<file path="config.mk">
export PLATFORM = sky130hd
export DESIGN_NAME = substring_first_index_search_unit
export DESIGN_NICKNAME = d
export VERILOG_FILES = /design/src/sfis_pkg.sv /design/src/sfis_in_reg.sv /design/src/sfis_core.sv /design/src/sfis_out_reg.sv /design/src/substring_first_index_search_unit.sv
export SDC_FILE = /design/constraint.sdc
export NUM_CORES = 1
export LEC_CHECK = 0
export BUFFER_PORTS_ARGS = -buffer_cell sky130_fd_sc_hd__buf_2
export CAP_MARGIN = 20
export CORE_MARGIN = 5
export CORE_UTILIZATION = 40
export DETAILED_ROUTE_END_ITERATION = 10
export GPL_ROUTABILITY_DRIVEN = 0
export RECOVER_POWER = 100
export SLEW_MARGIN = 20
export SYNTH_ARGS = -nofsm -noshare
export SYNTH_HDL_FRONTEND = slang
export SYNTH_SLANG_ARGS = --single-unit
</file>
<file path="constraint.sdc">
create_clock -name clk -period 5.73 [get_ports clk]
set_clock_uncertainty 0.05 [all_clocks]
set_input_delay 1.146 -clock clk [delete_from_list [all_inputs] [get_ports clk]]
set_output_delay 1.146 -clock clk [all_outputs]
set_load 0.02 [all_outputs]
</file>
<file path="src/sfis_pkg.sv">
// Shared constants, types and register codes for the substring search unit.
package sfis_pkg;

    // Longest pattern held in the compare window
    localparam int PAT_MAX = 8;
    // Bytes of one string that take part in the search
    localparam longint MAX_TEXT = 65536;

    localparam int BYTE_W     = 8;
    localparam int PAT_W      = 64;
    localparam int LEN_W      = 4;
    localparam int INDEX_W    = 16;
    localparam int CFG_IDX_W  = 1;
    localparam int CFG_DATA_W = 64;
    // Byte count saturates at MAX_TEXT, so it needs one bit above the position
    localparam int POS_W      = $clog2(MAX_TEXT);
    localparam int COUNT_W    = POS_W + 1;

    // Register indexes on the configuration channel
    typedef enum logic [CFG_IDX_W-1:0] {
        REG_PATTERN_BYTES  = 1'b0,
        REG_PATTERN_LENGTH = 1'b1
    } cfg_reg_t;

    // One text beat
    typedef struct packed {
        logic [BYTE_W-1:0] text_byte;
        logic              is_last;
    } item_t;

    // One search result
    typedef struct packed {
        logic               found;
        logic [INDEX_W-1:0] match_index;
    } result_t;

    // Newest byte in entry 0
    typedef logic [PAT_MAX-1:0][BYTE_W-1:0] window_t;

endpackage

</file>
<file path="src/sfis_in_reg.sv">
// Input register stage holding one accepted text beat.
module sfis_in_reg (
    input  logic           clk,
    input  logic           rst_n,
    input  logic           s_valid,
    output logic           s_ready,
    input  sfis_pkg::item_t s_item,
    input  logic           take,
    output logic           item_valid,
    output sfis_pkg::item_t item
);
    import sfis_pkg::*;

    logic  valid_reg;
    logic  valid_next;
    item_t item_reg;

    // Accept when empty or when the held beat moves on this cycle
    assign s_ready    = !valid_reg || take;
    assign item_valid = valid_reg;
    assign item       = item_reg;

    // Occupancy of the stage
    always_comb
    begin
        valid_next = valid_reg;
        if (s_ready)
        begin
            valid_next = s_valid;
        end
    end

    always_ff @(posedge clk or negedge rst_n)
    begin
        if (!rst_n)
        begin
            valid_reg <= 1'b0;
        end
        else
        begin
            valid_reg <= valid_next;
        end
    end

    // Capture the payload on each accepted beat
    always_ff @(posedge clk)
    begin
        if (s_valid && s_ready)
        begin
            item_reg <= s_item;
        end
    end

endmodule

</file>
<file path="src/sfis_core.sv">
// Byte window, parallel pattern compare and per-string match tracking.
module sfis_core (
    input  logic                      clk,
    input  logic                      rst_n,
    input  logic [sfis_pkg::PAT_W-1:0] pattern_bytes,
    input  logic [sfis_pkg::LEN_W-1:0] pattern_length,
    input  logic                      item_valid,
    input  sfis_pkg::item_t           item,
    input  logic                      out_space,
    output logic                      take,
    output logic                      res_valid,
    output sfis_pkg::result_t         res
);
    import sfis_pkg::*;

    window_t            win_reg;
    window_t            win_next;
    window_t            win_shift;
    logic [COUNT_W-1:0] seen_reg;
    logic [COUNT_W-1:0] seen_next;
    logic               match_reg;
    logic               match_next;
    logic [POS_W-1:0]   pos_reg;
    logic [POS_W-1:0]   pos_next;

    logic [PAT_MAX-1:0] hit_len;
    logic               len_hit;
    logic               room;
    logic [COUNT_W-1:0] after_cnt;
    logic               long_enough;
    logic               record;
    logic [POS_W-1:0]   pos_new;

    // A last beat needs space in the result register; others always move
    assign take      = item_valid && (!item.is_last || out_space);
    assign res_valid = take && item.is_last;

    // Shift the new byte into the window
    always_comb
    begin
        win_shift[0] = item.text_byte;
        for (int k = 1; k < PAT_MAX; k++)
        begin
            win_shift[k] = win_reg[k-1];
        end
    end

    // Compare the newest l bytes against the pattern for every length l
    always_comb
    begin
        for (int l = 1; l <= PAT_MAX; l++)
        begin
            hit_len[l-1] = 1'b1;
            for (int i = 0; i < l; i++)
            begin
                if (win_shift[l-1-i] != pattern_bytes[i*BYTE_W +: BYTE_W])
                begin
                    hit_len[l-1] = 1'b0;
                end
            end
        end
    end

    // Pick the length in use; zero or too long never matches
    always_comb
    begin
        len_hit = 1'b0;
        for (int l = 1; l <= PAT_MAX; l++)
        begin
            if (pattern_length == LEN_W'(l))
            begin
                len_hit = hit_len[l-1];
            end
        end
    end

    assign room        = seen_reg < COUNT_W'(MAX_TEXT);
    assign after_cnt   = seen_reg + 1'b1;
    assign long_enough = after_cnt >= COUNT_W'(pattern_length);
    assign record      = room && !match_reg && len_hit && long_enough;
    assign pos_new     = POS_W'(after_cnt - COUNT_W'(pattern_length));

    // Result for a last beat: earlier match wins over one found now
    always_comb
    begin
        res.found       = match_reg || record;
        res.match_index = '0;
        if (match_reg)
        begin
            res.match_index = INDEX_W'(pos_reg);
        end
        else if (record)
        begin
            res.match_index = INDEX_W'(pos_new);
        end
    end

    // Advance the per-string state; clear it after the last beat
    always_comb
    begin
        win_next   = win_reg;
        seen_next  = seen_reg;
        match_next = match_reg;
        pos_next   = pos_reg;
        if (take)
        begin
            if (item.is_last)
            begin
                win_next   = '0;
                seen_next  = '0;
                match_next = 1'b0;
                pos_next   = '0;
            end
            else
            begin
                win_next = win_shift;
                if (room)
                begin
                    seen_next = after_cnt;
                end
                if (record)
                begin
                    match_next = 1'b1;
                    pos_next   = pos_new;
                end
            end
        end
    end

    always_ff @(posedge clk or negedge rst_n)
    begin
        if (!rst_n)
        begin
            win_reg   <= '0;
            seen_reg  <= '0;
            match_reg <= 1'b0;
            pos_reg   <= '0;
        end
        else
        begin
            win_reg   <= win_next;
            seen_reg  <= seen_next;
            match_reg <= match_next;
            pos_reg   <= pos_next;
        end
    end

`ifndef NO_ASSERTIONS
    // A finished string leaves no trace for the next one
    assert property (@(posedge clk) disable iff (!rst_n)
        take && item.is_last |=> seen_reg == '0 && !match_reg && win_reg == '0)
    else $error("string state not cleared after last beat");

    // A recorded match holds until its string ends
    assert property (@(posedge clk) disable iff (!rst_n)
        match_reg && !(take && item.is_last) |=> match_reg && $stable(pos_reg))
    else $error("recorded match lost or moved mid-string");

    // Byte count never passes its saturation point
    assert property (@(posedge clk) disable iff (!rst_n)
        seen_reg <= COUNT_W'(MAX_TEXT))
    else $error("byte count beyond saturation");

    // A match start lies inside the bytes counted so far
    assert property (@(posedge clk) disable iff (!rst_n)
        match_reg |-> COUNT_W'(pos_reg) < seen_reg)
    else $error("match position beyond bytes seen");
`endif

endmodule

</file>
<file path="src/sfis_out_reg.sv">
// Result register feeding the output stream.
module sfis_out_reg (
    input  logic               clk,
    input  logic               rst_n,
    input  logic               load,
    input  sfis_pkg::result_t  res,
    output logic               space,
    output logic               m_valid,
    input  logic               m_ready,
    output sfis_pkg::result_t  m_res
);
    import sfis_pkg::*;

    logic    valid_reg;
    logic    valid_next;
    result_t res_reg;

    // Room when empty or when the held result leaves this cycle
    assign space   = !valid_reg || m_ready;
    assign m_valid = valid_reg;
    assign m_res   = res_reg;

    // Hold until taken, reload on a new result
    always_comb
    begin
        valid_next = valid_reg;
        if (load)
        begin
            valid_next = 1'b1;
        end
        else if (m_ready)
        begin
            valid_next = 1'b0;
        end
    end

    always_ff @(posedge clk or negedge rst_n)
    begin
        if (!rst_n)
        begin
            valid_reg <= 1'b0;
        end
        else
        begin
            valid_reg <= valid_next;
        end
    end

    always_ff @(posedge clk)
    begin
        if (load)
        begin
            res_reg <= res;
        end
    end

endmodule

</file>
<file path="src/substring_first_index_search_unit.sv">
// Top level of the first-occurrence substring search unit.
//
//  channel   direction  payload
//  s_axis    in         tdata[7:0] text_byte, tlast is_last
//  m_axis    out        tdata[15:0] match_index, tuser found
//  cfg       in         cfg_index register, cfg_data value
//
// One text byte is accepted every cycle unless a last byte is held waiting
// for space in the result register. A last byte passes from the input
// register through the full window compare into the result register, which
// drives tvalid.
// Reset clears the pattern registers, the byte window and the string state.
// A stalled result holds a following last byte in the input register, and the
// bytes behind it wait; other bytes keep flowing.
module substring_first_index_search_unit (
    input  logic                              clk,
    input  logic                              rst_n,
    input  logic                              s_axis_tvalid,
    output logic                              s_axis_tready,
    input  logic [7:0]                        s_axis_tdata,  // [7:0] text_byte
    input  logic                              s_axis_tlast,
    output logic                              m_axis_tvalid,
    input  logic                              m_axis_tready,
    output logic [sfis_pkg::INDEX_W-1:0]      m_axis_tdata,  // [15:0] match_index
    output logic                              m_axis_tuser,  // [0] found
    input  logic                              cfg_valid,
    output logic                              cfg_ready,
    input  logic [sfis_pkg::CFG_IDX_W-1:0]    cfg_index,
    input  logic [sfis_pkg::CFG_DATA_W-1:0]   cfg_data
);
    import sfis_pkg::*;

    logic [PAT_W-1:0] pat_bytes_reg;
    logic [LEN_W-1:0] pat_len_reg;
    logic [PAT_W-1:0] pat_bytes_next;
    logic [LEN_W-1:0] pat_len_next;

    item_t   s_item;
    item_t   item;
    logic    item_valid;
    logic    take;
    logic    res_valid;
    result_t res;
    logic    out_space;
    result_t m_res;

    // Configuration writes are always taken
    assign cfg_ready = 1'b1;

    always_comb
    begin
        pat_bytes_next = pat_bytes_reg;
        pat_len_next   = pat_len_reg;
        if (cfg_valid)
        begin
            unique case (cfg_reg_t'(cfg_index))
                REG_PATTERN_BYTES:  pat_bytes_next = cfg_data[PAT_W-1:0];
                REG_PATTERN_LENGTH: pat_len_next   = cfg_data[LEN_W-1:0];
                default:            pat_len_next   = pat_len_reg;
            endcase
        end
    end

    always_ff @(posedge clk or negedge rst_n)
    begin
        if (!rst_n)
        begin
            pat_bytes_reg <= '0;
            pat_len_reg   <= '0;
        end
        else
        begin
            pat_bytes_reg <= pat_bytes_next;
            pat_len_reg   <= pat_len_next;
        end
    end

    // Pack the input beat
    assign s_item.text_byte = s_axis_tdata;
    assign s_item.is_last   = s_axis_tlast;

    sfis_in_reg u_in_reg (
        .clk        (clk),
        .rst_n      (rst_n),
        .s_valid    (s_axis_tvalid),
        .s_ready    (s_axis_tready),
        .s_item     (s_item),
        .take       (take),
        .item_valid (item_valid),
        .item       (item)
    );

    sfis_core u_core (
        .clk            (clk),
        .rst_n          (rst_n),
        .pattern_bytes  (pat_bytes_reg),
        .pattern_length (pat_len_reg),
        .item_valid     (item_valid),
        .item           (item),
        .out_space      (out_space),
        .take           (take),
        .res_valid      (res_valid),
        .res            (res)
    );

    sfis_out_reg u_out_reg (
        .clk     (clk),
        .rst_n   (rst_n),
        .load    (res_valid),
        .res     (res),
        .space   (out_space),
        .m_valid (m_axis_tvalid),
        .m_ready (m_axis_tready),
        .m_res   (m_res)
    );

    // Unpack the result beat
    assign m_axis_tdata = m_res.match_index;
    assign m_axis_tuser = m_res.found;

endmodule
</file>
Yosys cells after proc, flatten, opt, wreduce, memory -nomap -nowiden
Index checks and enable logic that the tools add are counted.
W data, S select, Z words.
{"block": "totals", "ff_bits": 186, "in_bits": 79}
{"block": "op_classes", "n_lt_le_gt_ge": 2, "n_addsub": 2, "bitwise_logic": 1, "n_reduce_logical": 21, "eq_ne": 44, "mux": 55}
{"operator": "$ne A8 B8 Y1", "count": 36}
{"operator": "$mux W16", "count": 4}
{"operator": "$mux W56", "count": 1}
{"operator": "$mux W1", "count": 48}
{"operator": "$mux W17", "count": 2}
{"operator": "$add A17 B1 Y17 const B", "count": 1}
{"operator": "$ge A17 B4 Y1", "count": 1}
{"operator": "$lt A17 B17 Y1 const B", "count": 1}
{"operator": "$eq A4 B3 Y1 const B", "count": 4}
{"operator": "$sub A16 B4 Y16", "count": 1}
{"operator": "$eq A4 B2 Y1 const B", "count": 2}
{"operator": "$reduce_and A2 Y1", "count": 4}
{"operator": "$logic_and A1 B1 Y1", "count": 6}
{"operator": "$reduce_bool A2 Y1", "count": 3}
{"operator": "$eq A4 B1 Y1 const B", "count": 1}
{"operator": "$eq A4 B4 Y1 const B", "count": 1}
{"operator": "$logic_not A1 Y1", "count": 4}
{"operator": "$logic_or A1 B1 Y1", "count": 4}
{"operator": "$not A1 Y1", "count": 1}

Logic depth before layout (Yosys ltp)
Gate-level depths: netlist (run 1).
{"block": "depth", "ltp_word": 14, "ltp_mapped": 13}

Cells and area by module
From an unflattened synthesis (run 1), not the netlist that was laid out.
{"block": "unflattened", "cells_unflattened": 1111, "area_unflattened_um2": 11947.7}
{"mod": "sfis_core", "n_inst": 1, "cells_per_inst": 931, "area_each_um2": 8204.1}
{"mod": "substring_first_index_search_unit", "n_inst": 1, "cells_per_inst": 147, "area_each_um2": 2861.5}
{"mod": "sfis_out_reg", "n_inst": 1, "cells_per_inst": 20, "area_each_um2": 558.0}
{"mod": "sfis_in_reg", "n_inst": 1, "cells_per_inst": 13, "area_each_um2": 324.1}

Worst setup path before layout (run 1)
No wires, ideal clock.
{"block": "synth_timing", "path_type": "register to register", "startpoint": "reg u_core.seen_reg[0]", "endpoint": "reg u_out_reg.res_reg (netlist bit u_out_reg.m_res[16]), data pin", "path_stages_with_launch": 13, "synth_period_minus_slack_ps": 3127, "n_path_buf": 2, "required_ps": 5418, "arrival_time_ps": 2815, "path_slack_ps": 2603, "cell_sequence": "dfrtp_1 > ha_1 > buf_2 > xor2_1 > ha_1 > o21a_1 > o21ai_0 > nand3_1 > nor3_1 > and3_4 > a221oi_4 > buf_2 > or2_2"}
{"element": "start: declaration", "line_no": "sfis_core.sv:19", "source": "logic [COUNT_W-1:0] seen_reg;"}
{"element": "start signal: assignment", "line_no": "sfis_core.sv:142", "source": "seen_reg <= seen_next;"}
{"element": "end signal: assignment", "line_no": "sfis_out_reg.sv:53", "source": "res_reg <= res;"}
{"element": "end: declaration", "line_no": "sfis_out_reg.sv:16", "source": "result_t res_reg;"}

Worst setup path in the final report (run 1)
{"block": "layout_timing", "startpoint": "reg u_core.seen_reg[0]", "endpoint": "reg u_core.pos_reg[9]"}
{"block": "layout_via", "elab_chain_cells": 6, "word_cells_on_any_way": 11, "classes_between": "2 x add/sub; 2 x order compare; 2 x mux; 5 x reduce/logical"}
{"element": "parallel branches: the longest is 6 deep, another holds $add A17 B1 Y17"}
{"element": "end signal: assignment", "line_no": "sfis_core.sv:144", "source": "pos_reg <= pos_next;"}
{"element": "end: declaration", "line_no": "sfis_core.sv:23", "source": "logic [POS_W-1:0] pos_reg;"}
Parallel ways; which one is timed is not known. The select of a mux whose other input is x is not followed.
A chain may end at the register's enable or synchronous reset.

==> results of run 1 <==
==> kinds of logic (layout without fill, tap and decap cells) <==
logic type,count (synthesis),in the layout,share of synthesized area [%]
other,1,1,0.0331
buffers and inverters,137,143,4.77
AOI/OAI and AO/OA,152,152,10.5
adders and majority gates,6,6,0.728
and+or+nand+nor,212,212,10.7
muxes,68,68,6.75
DFF,186,186,42.2
xor gates and xnor gates,314,314,24.3
==> cell usage in the layout, fill, tap and decap left out, types with 17 or more instances in the layout <==
cell type	n
nor4_1	49
mux2_2	68
a22o_1	71
clkbuf_16	17
clkbuf_1	27
nand4_1	50
edfxtp_1	26
buf_2	73
xor2_1	156
o21ai_0	32
nor2_1	21
xnor2_1	158
nand3_1	17
dfrtp_1	160
nand2_1	32
==> layout make-up <==
type                       count  area (sq um)
tap                          378           473
clock buffer                  18           429
timing repair buffer         103           509
sequential                   186          4780
fill                        2725         15500
multi-input combinational    753          6010
inverter                       8          30.0
clock inverter                14           148
==> worst max-delay path by stage <==
stage / startpoint / depth (start not counted) / slack [ns] / end
6_report: u_core.seen_reg[0] / 11 / 1.18 / u_core.pos_reg[9]
5_1_grt: u_core.seen_reg[0] / 11 / 0.78 / u_core.pos_reg[15]
4_1_cts: u_core.seen_reg[0] / 11 / 1.88 / u_core.pos_reg[12]
3_5_place_dp: u_core.seen_reg[0] / 11 / 1.90 / u_core.pos_reg[8]
3_3_place_gp: u_core.seen_reg[0] / 11 / 1.97 / u_core.pos_reg[4]
2_1_floorplan: u_core.seen_reg[0] / 12 / 2.60 / u_out_reg.m_res[16]
==> worst register-to-register path: cells and delay by family, from the launching register on <==
family | cells | cell delay, ns
buffers and inverters | 1 | 0.75
DFF | 1 | 0.52
and+or+nand+nor | 6 | 1.73
AOI/OAI and AO/OA | 2 | 0.73
xor gates and xnor gates | 1 | 0.29
adders and majority gates | 1 | 0.41
==> through the flow <==
| step | hold WS [ns] | std cells |
|---|---|---|
| floorplan | 0.406 | 1076 |
| global placement | 0.422 | 1428 |
| detailed placement | 0.432 | 1428 |
| CTS | 0.449 | 1460 |
| global route | 0.456 | 1460 |
| finish | 0.448 | 1460 |
==> power by group through the flow <==
stage	Combinational [mW]	Clock [mW]	Sequential (mW)
2_1_floorplan	0.843	0	1.57
6_report	0.860	1.18	1.85
5_1_grt	0.949	1.27	1.86
3_5_place_dp	0.862	0	1.87
4_1_cts	0.867	1.21	1.84
3_3_place_gp	0.852	0	1.87
==> metal layers <==
layer	track usage, %	up-vias	share of wire (%)
li1	-	3738	-
met1	27.3	4162	39
met5	0	-	0
met4	10.3	0	5.1
met3	4.01	121	7.4
met2	35.5	394	48
==> metrics.md, run 1 <==
| Metric | Value |
|---|---|
| Status | complete, but fails checks |
| Failing checks | capacitance limit, slew limit |
| Worst path bufs/invs | 1 |
| IO Port Bufs | 97 |
| Total wire length | ~34 mm |
| Setup bufs post-CTS | 0 |
| Peak Freq | roughly 220 MHz |
| Ys flop type | dfrtp_1 |
| Post-route setup TNS | 0 ns |
| Placed cell area | roughly 0.012 sq mm |
| Length in cells of the worst reg-to-reg path | 11 |
| Ys async rst share | a little under nine tenths |
| Post-synth top area cell | dfrtp_1 |
| Commonest cells post-synth | dfrtp_1 (160), xnor2_1 (158), xor2_1 (155) |
| Total CTS buffers | 17 |
| Final min period | roughly 4.6 ns |
| IO Count | about 100 |
| Critical-path top delay cell | clkbuf_1 |
| Int Power | around 2.5 mW |
| Final slew viol count | 140 |
| RSZ-0062 raised after global routing | no |
| CP arrival | between 4 and 5 ns |
| Design Area, Final | 0.0124 sq mm |
| DP HPWL | 24.1 mm |
| Detailed Routing Iterations Pass 1 | 5 |
| FF-to-FF End | u_core.pos_reg[9] |
| Die area | ~0.032 sq mm |
| Clk pwr share | 30.3% |
| CTS max path bufs | 2 |
| Inserted Diodes | 0 |
| Critical path class | flip-flop to flip-flop |
| Endpoints failing hold | 0 |
| Worst-skew pair later-pin latency | ~0.45 ns |
| Core Area | about 0.028 sq mm |
| Post-DR wirelength/cell | 23.3 um |
| Final setup fails | 0 |
| Critical path fanouts, max | 23 |
| Chip width | about 180 um |
| Synth area leaders | dfrtp_1 (35%), xnor2_1 (12%), xor2_1 (12%) |
| Vias per cell | between 5 and 6 |
| Slack of the critical path | 1.18 ns |
| Vias in the first global route | a little over 8k |
| Core Util, Final | 44.5% |
| CP Data Required Time | ~6.0 ns |
| Largest net degree at the start of global routing | 85 |
| H-tree levels | 4 |
| PwrDens | ~310 mW/mm^2 |
| Syn avg cell area | 10.5 sq um |
| Final Net Count | 1154 |
| Final period utilization | 79.5% |
| Crit-path max cell delay | around 0.75 ns |
| Total power | 3.90 mW |
| Crit-path leading delay family | simple AND/OR/NAND/NOR gates |
| Antenna violations before repair | 0 |
| Crit start category | flip-flop |
| DRC viols | 0 |
| Net Switching | 1.36 mW |
| Cells along the critical path | ha_1 -> nand3_1 -> nor3_1 -> and3_1 -> xor2_1 -> nor3_1 -> and3_1 -> a221oi_4 -> clkbuf_1 -> nand2_1 -> o2bb2ai_1 |
| Post-synth EDFFs | 26 |
| Syn Inst Count | ~1.1k |
| #FFs+latches synth | roughly 190 |
| Logic gate share of total power | 22.1% |
| Row count | 61 |
| IR drop worst, VDD | 0.198 mV |
| Origin of the critical flop-to-flop path | u_core.seen_reg[0] |
| Initial DRC Count | between 700 and 800 |
| Number of flip-flops in the largest register | 64 |
| Clock root cell | clkbuf_16 |
| Tightest Pin Transition | about 3.5 ns |
| Hold path cells | 1 |
| Rel. slew slack | -135% |
| Global-route total usage across every layer | roughly 22% |
| Vias | 8415 |
| First-pass GRT wire length | roughly 50 mm |
| R2r setup slk | between 1 and 1.5 ns |
| Starting Density | 40.7% |
| Most frequent cell after synthesis | dfrtp_1 |
| Post-DRT Antenna Nets | 0 |
| Yosys top cell area share | approximately a third |
| WHS Endpoint | u_core.pos_reg[8] |
| Hold Crit Class | flip-flop to flip-flop |
| # hold bufs at CTS | 0 |
| Ys Warns | 0 |
| Hold path start | u_core.pos_reg[8] |
| Syn Nets | about 1.2k |
| Endpoint class of the critical path | flip-flop |
| Post-synthesis sequential area ratio | 42.2% |
| Flop pwr share | between 40 and 50% |
| Mapped Area | around 0.011 sq mm |
| Max cap viols | 3 |
| Netlist cell types | 58 |
| Clk slew on worst S/H paths | ~0.070 ns |
| Sw Ratio | a little over a third |
| CTS tree | built |
| Grt total ovfl | 0 |
| Fraction of layout cells with a size suffix above 1 | between 10% and 20% |
| Die Span Y | approximately 180 um |
| CTS sink cnt | approximately 190 |
| P&R area growth vs syn | 9.19% |
| Leak Pwr | 5.05 nW |
| Post_cts resized | 0 |
| Placement Setup Slack | about 1.9 ns |
No activity file was read; power rests on OpenSTA's default activity.
==> run 2: changes to the inputs <==
==> constraint.sdc (replaced) <==
create_clock -name clk -period 4.5 [get_ports clk]
set_clock_uncertainty 0.05 [all_clocks]
set_input_delay 0.9 -clock clk [delete_from_list [all_inputs] [get_ports clk]]
set_output_delay 0.9 -clock clk [all_outputs]
set_load 0.02 [all_outputs]
==> metrics.md, run 2 (same netlist as run 1, synthesis figures left out) <==
| Metric | Value |
|---|---|
| Status | complete, but fails checks |
| Failing checks | capacitance limit, slew limit |
| CP arrival | between 4 and 5 ns |
| DP Cell Count | between 1k and 1.5k |
| Hold Crit Class | flip-flop to flip-flop |
| Final period utilization | 89.0% |
| Peak Freq | about 250 MHz |
| RSZ-0062 raised after global routing | no |
| IO Count | 99 |
| DRC viols | 0 |
| Vias | roughly 8.5k |
| Leak Pwr | just over 5 nW |
| Total area of sequential cells | around 0.0048 sq mm |
| Max cap viols | 4 |
| Vias in the first global route | about 8.3k |
| Starting Density | about two fifths |
| Logic gate share of total power | a little under a quarter |
| Endpoint class of the critical path | flip-flop |
| IO Port Bufs | 97 |
| Vias per cell | slightly below 6 |
| # hold bufs at CTS | 0 |
| Row count | 61 |
| Flop pwr share | a little under half |
| Post-route setup TNS | 0 ns |
| CTS tree | built |
| Clock root cell | clkbuf_16 |
| Design Area, Final | about 0.012 sq mm |
| CTS sink cnt | roughly 190 |
| CTS max path bufs | 2 |
| Total wire length | 34.6 mm |
| Tightest Pin Transition | ~3.3 ns |
| Chip width | between 150 and 200 um |
| Global-route total usage across every layer | between 20% and 30% |
| Final slew viol count | ~230 |
| Clk pwr share | a little under a third |
| Non-filler instance count after layout | roughly 1.5k |
| Total CTS buffers | 17 |
| Fill count | about 2.7k |
| Inserted Diodes | 0 |
| Length in cells of the worst reg-to-reg path | 10 |
| Commonest non-fill, non-tap cells in the layout | dfrtp_1 (160), xnor2_1 (158), xor2_1 (156), buf_2 (73), a22o_1 (71) |
| Post-DRT Antenna Nets | 0 |
| Area of the multi-input gates | around 0.0060 sq mm |
| Post-DR wirelength/cell | 23.6 um |
| Core Util, Final | between 40% and 50% |
| Grt total ovfl | 0 |
| Fraction of layout cells with a size suffix above 1 | around 18% |
| Die area | 0.0318 sq mm |
| Int Power | roughly 3.3 mW |
| Rel. slew slack | -123% |
| Antenna violations before repair | 0 |
| Final min period | 4.00 ns |
| Setup bufs post-CTS | 0 |
| P&R area growth vs syn | 9.95% |
| Number of flip-flops in the largest register | 64 |
| CP Data Required Time | approximately 4.8 ns |
| Endpoints failing hold | 0 |
| Commonest non-fill, non-tap cell in the layout | dfrtp_1 |
| Crit start category | flip-flop |
| H-tree levels | 4 |
| Core Area | 0.0279 sq mm |
| DP HPWL | around 25 mm |
| Largest net degree at the start of global routing | 86 |
| Clk slew on worst S/H paths | 0.08 ns |
| Placed cell area | ~0.012 sq mm |
| Worst-skew pair later-pin latency | approximately 0.46 ns |
| Hold path cells | 1 |
| IR drop worst, VDD | between 0.2 and 0.3 mV |
| Net Switching | around 1.8 mW |
| Critical path class | flip-flop to flip-flop |
| Post_cts resized | 0 |
| Detailed Routing Iterations Pass 1 | 5 |
| Total power | ~5.0 mW |
| Initial DRC Count | ~790 |
| Die Span Y | 178 um |
| Sw Ratio | 35.2% |
| Critical path fanouts, max | 15 |
| First-pass GRT wire length | approximately 52 mm |
| PwrDens | roughly 400 mW/mm^2 |
| Final setup fails | 0 |
| Final Net Count | between 1k and 1.5k |
-- run 2: changes by cell type in the layout (fill, tap and decap cells not counted), sizes merged --
| cell | before | now |
|---|---|---|
| clkinv | 3 | 5 |
| clkbuf | 44 | 43 |
| buf | 77 | 84 |
| inv | 18 | 17 |
-- run 2: power by group through the flow --
stage                     combinational (mW)  clock [mW]  sequential, mW
after floorplan                         1.07           0            2.00
after global placement                  1.12           0            2.35
after detailed placement                1.14           0            2.35
after CTS                               1.15        1.58            2.32
after global routing                    1.24        1.65            2.34
final                                   1.14        1.54            2.33
-- run 2: area by class of cell --
type                       count  share of cell area (%)
clock buffer                  17                    3.41
clock inverter                15                    1.40
inverter                       8                   0.241
multi-input combinational    753                    48.2
sequential                   186                    38.4
tap                          378                    3.79
timing repair buffer         110                    4.60
-- run 2: metal layers --
layer	global-route usage [%]	part of all wire (%)	wire, um
met5	0	0	0
met4	11.3	5.3	1840
met3	4.64	7.8	2680
met2	35.8	48	16700
met1	27.4	39	13400
-- run 2: path summary, 6_finish.rpt --
| check | from | endpoint | slack [ns] |
|---|---|---|---|
| min in group asynchronous | rst_n | u_core.seen_reg[15] | 0.92 |
| max | u_core.seen_reg[0] | u_core.pos_reg[12] | 0.50 |
| max in group asynchronous | rst_n | pat_bytes_reg[34] | 2.24 |
| min reg2reg | u_core.pos_reg[0] | u_core.pos_reg[0] | 0.44 |
| max reg2reg | u_core.seen_reg[0] | u_core.pos_reg[12] | 0.50 |
| min | u_core.pos_reg[0] | u_core.pos_reg[0] | 0.44 |
-- run 2: critical path: stages, from the launching register on --
cell,delay [ns]
dfrtp_1,0.49
ha_1,0.39
nand3_1,0.25
nor3_1,0.52
and3_2,0.30
xor2_1,0.32
nor3_1,0.16
and3_4,0.23
a221oi_4,0.55
o21ai_2,0.34
a32o_1,0.29
-- run 2: stage by stage --
stage	hold WS (ns)	setup slack, ns
6_report	0.442	0.497
5_1_grt	0.454	0.248
4_1_cts	0.441	0.780
3_5_place_dp	0.425	0.876
3_3_place_gp	0.422	0.919
2_1_floorplan	0.406	1.37
